<file path="config.mk">
export PLATFORM = sky130hd
export DESIGN_NAME = cbta_ctrl
export DESIGN_NICKNAME = d
export VERILOG_FILES = /design/src/design/cbta_pkg.sv /design/src/design/cbta_ctrl.sv
export SDC_FILE = /design/constraint.sdc
export NUM_CORES = 1
export LEC_CHECK = 0
export CORE_AREA = 4 4 41 43
export DETAILED_ROUTE_END_ITERATION = 8
export DIE_AREA = 0 0 45 47
export DONT_BUFFER_PORTS = 1
export SKIP_CTS_REPAIR_TIMING = 1
export SLEW_MARGIN = 5
export SYNTH_ARGS = -nofsm -noshare
export SYNTH_HDL_FRONTEND = slang
export SYNTH_SLANG_ARGS = --single-unit
</file>
<file path="constraint.sdc">
create_clock -name clk -period 3.4 [get_ports clk]
set_input_delay 0.34 -clock clk [delete_from_list [all_inputs] [get_ports clk]]
set_output_delay 0.34 -clock clk [all_outputs]
set_load 0.02 [all_outputs]
</file>
<file path="src/design/cbta_pkg.sv">
package cbta_pkg;

  localparam int TableCountDefault  = 4;
  localparam int SectorBytesDefault = 32;
  localparam int RootTableDefault   = 0;
  localparam int RootEntryDefault   = 1;

  localparam logic [7:0] MarkFree   = 8'd0;
  localparam logic [7:0] MarkEnd    = 8'd255;
  localparam int         MaxSectors = 254;

  typedef enum logic [1:0] {
    StatusOk      = 2'd0,
    StatusTooLong = 2'd1,
    StatusNoRoom  = 2'd2
  } status_t;

  // controller to datapath
  typedef struct packed {
    logic load;      // capture the request fields
    logic clr_step;  // write one clearing entry at the sweep address
    logic pick_step; // compare one free count for the emptiest table
    logic rd;        // issue link read at the current address
    logic alloc_hit; // link the entry read last into the chain
    logic alloc_adv; // step to the next entry
    logic free_hit;  // clear the entry and follow its link
    logic commit;    // update the free count
    logic emit;      // drive the result beat
  } cbta_cmd_t;

  // datapath to controller
  typedef struct packed {
    logic clr_done;
    logic pick_done;
    logic is_free;     // request is a free
    logic too_long;
    logic no_room;
    logic bad_table;
    logic rd_is_free;  // entry read is marked free
    logic alloc_done;  // all entries linked or scan at the end
    logic free_stop;   // free walk must stop
  } cbta_stat_t;

endpackage

</file>
<file path="src/design/cbta_ctrl.sv">
module cbta_ctrl (
  input  logic                  clk,
  input  logic                  rst,
  input  logic                  start,
  input  logic                  use_emptiest,
  input  logic                  mode,
  output logic                  busy,
  output logic                  done,
  output cbta_pkg::cbta_cmd_t   cmd,
  input  cbta_pkg::cbta_stat_t  stat
);
  import cbta_pkg::*;

  typedef enum logic [3:0] {
    S_CLEAR, S_IDLE, S_PICK, S_CHECK, S_RD, S_WAIT, S_EVAL, S_COMMIT, S_EMIT, S_OUT
  } state_t;

  state_t state;

  assign busy = (state != S_IDLE);

  // command decode from state
  always_comb begin
    cmd           = '0;
    cmd.clr_step  = (state == S_CLEAR);
    cmd.load      = (state == S_IDLE) && start;
    cmd.pick_step = (state == S_PICK);
    cmd.rd        = (state == S_RD);
    cmd.commit    = (state == S_COMMIT);
    cmd.emit      = (state == S_EMIT);
    if (state == S_EVAL) begin
      if (stat.is_free) begin
        cmd.free_hit = !stat.rd_is_free;
      end else begin
        cmd.alloc_hit = stat.rd_is_free;
        cmd.alloc_adv = 1'b1;
      end
    end
  end

  // hold state and the result strobe
  always_ff @(posedge clk) begin
    if (rst) begin
      state     <= S_CLEAR;
      done      <= 1'b0;
    end else begin
      done <= (state == S_EMIT);
      unique case (state)
        S_CLEAR: if (stat.clr_done) state <= S_IDLE;
        S_IDLE: if (start) begin
          state     <= (use_emptiest && !mode) ? S_PICK : S_CHECK;
        end
        S_PICK: if (stat.pick_done) state <= S_CHECK;
        S_CHECK: begin
          if (stat.is_free) state <= stat.free_stop ? S_COMMIT : S_RD;
          else if (stat.too_long || stat.no_room) state <= S_EMIT;
          else state <= S_RD;
        end
        S_RD:   state <= S_WAIT;
        S_WAIT: state <= S_EVAL;
        S_EVAL: begin
          if (stat.is_free) state <= stat.rd_is_free ? S_COMMIT : S_OUT;
          else state <= S_OUT;
        end
        S_OUT: begin
          if (stat.is_free) state <= stat.free_stop ? S_COMMIT : S_RD;
          else state <= stat.alloc_done ? S_COMMIT : S_RD;
        end
        S_COMMIT: state <= S_EMIT;
        S_EMIT:   state <= S_IDLE;
        default:  state <= S_IDLE;
      endcase
    end
  end

  // the result strobe follows only the emit state
  assert property (@(posedge clk) disable iff (rst) done |-> $past(state == S_EMIT))
    else $error("result strobe without emit");
  // the clearing sweep ends before any request
  assert property (@(posedge clk) disable iff (rst) cmd.load |-> !cmd.clr_step)
    else $error("load during clearing sweep");
  // a commit is always followed by the result beat
  assert property (@(posedge clk) disable iff (rst) cmd.commit |=> cmd.emit)
    else $error("commit not followed by emit");

endmodule

</file>
==> metrics.txt <==
routed wire length between 900 and 1000 um; result of the run complete, no violations; I/O Pins 25; Reg2Reg Setup Slack 1830 ps; internal power 0.126 mW; CP Cell Sequence nand2b_4, nor3_1, and2_1; Peak VDD IR 0.000272 V; Pre-antenna DRT Iters 2; critical path fanouts, max 14; Initial Util 34.8%; diodes inserted 0; Post-DRT Antenna Nets 0; startpoint types register; Filler cells 148; library cells used by synthesis 33; area of the multi-input gates 310 um^2; number of global-route vias before repair 353; initial antenna violation count 0; async set-reset flop share out of synthesis 0%; fin util 35.9%; Fin. Hold Viols 0; Core Region 1300 um^2; Worst-Margin Slew approximately 960 ps; Max Slew Vio Count 0; Setup CP Type reg -> out; Syn Nets 73; Critical Path AT 1910 ps; CTS Sinks 5; Routability Congestion between 0.7 and 0.8; Site Rows 13; yosys warns 0; most area-consuming cells after synthesis dfxtp_1 (22%), nor2_1 (7.5%), nor3_1 (5.5%), a2111oi_0 (3.9%), o32ai_2 (3.6%); #FFs+latches synth 5; CP required just over 3000 ps; synthesis-to-finish area growth 3.04%; Synth area leader dfxtp_1; max incr delay on CP 610 ps; Lkg Pwr 0.159 nW; Yosys top cell area share 22.1%; power per standard cell area 404 nW/um^2; drt drc 0; sequential area share after synthesis between 20% and 30%; Worst Hold Path EP done; Crit-path slowest cell dfxtp_1; DIE AREA between 2000 and 2500 um^2; Max clock buf depth 2; Hold Crit Class in -> reg; total track usage 10.2%; register area between 100 and 150 um^2; IO Port Bufs 0; logic gate share of total power a little over a quarter; r2r startpoint state[1]; setup_tns 0 ps; largest net degree at the start of global routing 15; Max-Cap Viols 0; ratio of cells with drive above 1 in the final layout 15.5%; DPL Wire Length 749 um; minimum clock period 2250 ps; Synth Flop Type dfxtp_1; Vias/cell 5.77; WHS Path Cells 1; Nets between 70 and 80; CTS tree done; Hold Crit Start rst; Clock power frac a little over a third; reg2reg path depth 4; Sw Share roughly a third; Post-Syn Area 453 um^2; Buf/Inv on CP 0; Worst-Skew Late Latency 240 ps; Max-slew headroom 35.1%; CTS HTree Levels 1; DR iter-0 viols 4; power share of the sequential group about 38%; Die Wd approximately 45 um; crit end category output pin; Die Ht roughly 47 um; Setup-failing EPs final 0; sw power 0.0623 mW; crit-path leading delay family simple AND/OR/NAND/NOR gates; Synth Instances 59; Min Hold Slack 175 ps; worst r2r dst state[1]; CTS buffer count 3; global-route wire length before repair ~1500 um; Syn Area/Cell 7.68 um^2; drt wl/cell 13.2 um; total number of vias 421; grt total ovfl 0; RSZ-0062 raised after global routing false; Fmax about 440 MHz; CTS Root Cell clkbuf_4; Post-synth EDFFs 0; crit share post-route 66.1%; Clk pin slew, worst setup/hold paths 40 ps; Final Skew 0.485 ps
[worst max-delay path by stage]
stage	start	end	slack [ps]	cells after the start
floorplan	state[3]	cmd[4]	1600	4
global placement	state[1]	cmd[4]	1370	3
detailed placement	state[1]	cmd[4]	1380	3
CTS	state[1]	cmd[4]	1120	3
global route	state[1]	cmd[4]	1060	3
finish	state[1]	cmd[4]	1150	3
[cell families (layout without fill, tap and decap cells)]
| family | after synthesis | in the layout | share of synthesized area (%) |
|---|---|---|---|
| multiplexers | 1 | 1 | 2.21 |
| XOR/XNOR | 1 | 1 | 1.93 |
| buffers and inverters | 8 | 7 | 9.39 |
| AO/OA/AOI/OAI | 12 | 12 | 23.2 |
| AND/OR/NAND/NOR | 32 | 32 | 41.2 |
| flip-flops | 5 | 5 | 22.1 |
[placed cells by master, fill, tap and decap left out]
cell type,n
a311oi_1,1
nand2b_4,1
and2_1,1
nor4_1,2
or2_1,1
dfxtp_1,5
nor2_1,9
a2111oi_0,2
mux2i_1,1
or2_2,1
a21oi_1,1
o32ai_2,1
xnor2_1,1
nand4bb_1,1
o22ai_1,1
o21ai_2,1
nand2b_1,2
o41ai_2,1
nand2_1,4
a2bb2oi_1,1
inv_1,3
nor4b_1,1
clkbuf_4,3
o21a_1,1
nor2b_1,1
or4_1,1
or4b_4,1
clkbuf_1,1
nor3_1,5
o21ai_0,2
nand3b_1,1
[registers in the layout, summed over array words and instances, names as in the netlist]
signal / flops
done: 1
state: 4
[power groups by stage]
stage / Sequential [mW] / Combinational [mW] / Clock (mW)
6_report: 0.0718 / 0.0494 / 0.0676
5_1_grt: 0.0726 / 0.0545 / 0.0753
4_1_cts: 0.0717 / 0.0501 / 0.0707
3_5_place_dp: 0.0727 / 0.0501 / 0
3_3_place_gp: 0.0730 / 0.0497 / 0
2_1_floorplan: 0.0654 / 0.0541 / 0
[metrics by stage]
| step | setup WS, ps | cells | instance area [um^2] | power (mW) |
|---|---|---|---|---|
| 4_1_cts | 1120 | 73 | 467 | 0.193 |
| 3_3_place_gp | 1370 | 69 | 440 | 0.123 |
| 6_report | 1150 | 73 | 467 | 0.189 |
| 5_1_grt | 1060 | 73 | 467 | 0.202 |
| 3_5_place_dp | 1380 | 69 | 440 | 0.123 |
| 2_1_floorplan | 1600 | 59 | 453 | 0.119 |
[cells in the mapped netlist, drive strengths merged, types with 2 or more instances]
cell     count
nand2b       3
o21ai        3
buf          3
clkbuf       2
a2111oi      2
or2          2
inv          3
nor3         5
nor4         2
nand2        4
nor2         9
dfxtp        5
[final cells by class]
cell class / count / share of cell area, %
multi-input cells: 46 / 66.5
well taps: 15 / 4.02
clock buffers: 4 / 5.63
flip-flops and latches: 5 / 21.4
inverters: 3 / 2.41
[metal layers]
metal  track usage, %  wire length [um]  up-vias
li1                 -                 -      212
met1             11.2               420      193
met2             15.8               441       16
met3             8.05                98        0
met4             1.75                 0        0
met5                0                 0        -
Power figures use the tool's default switching activity.
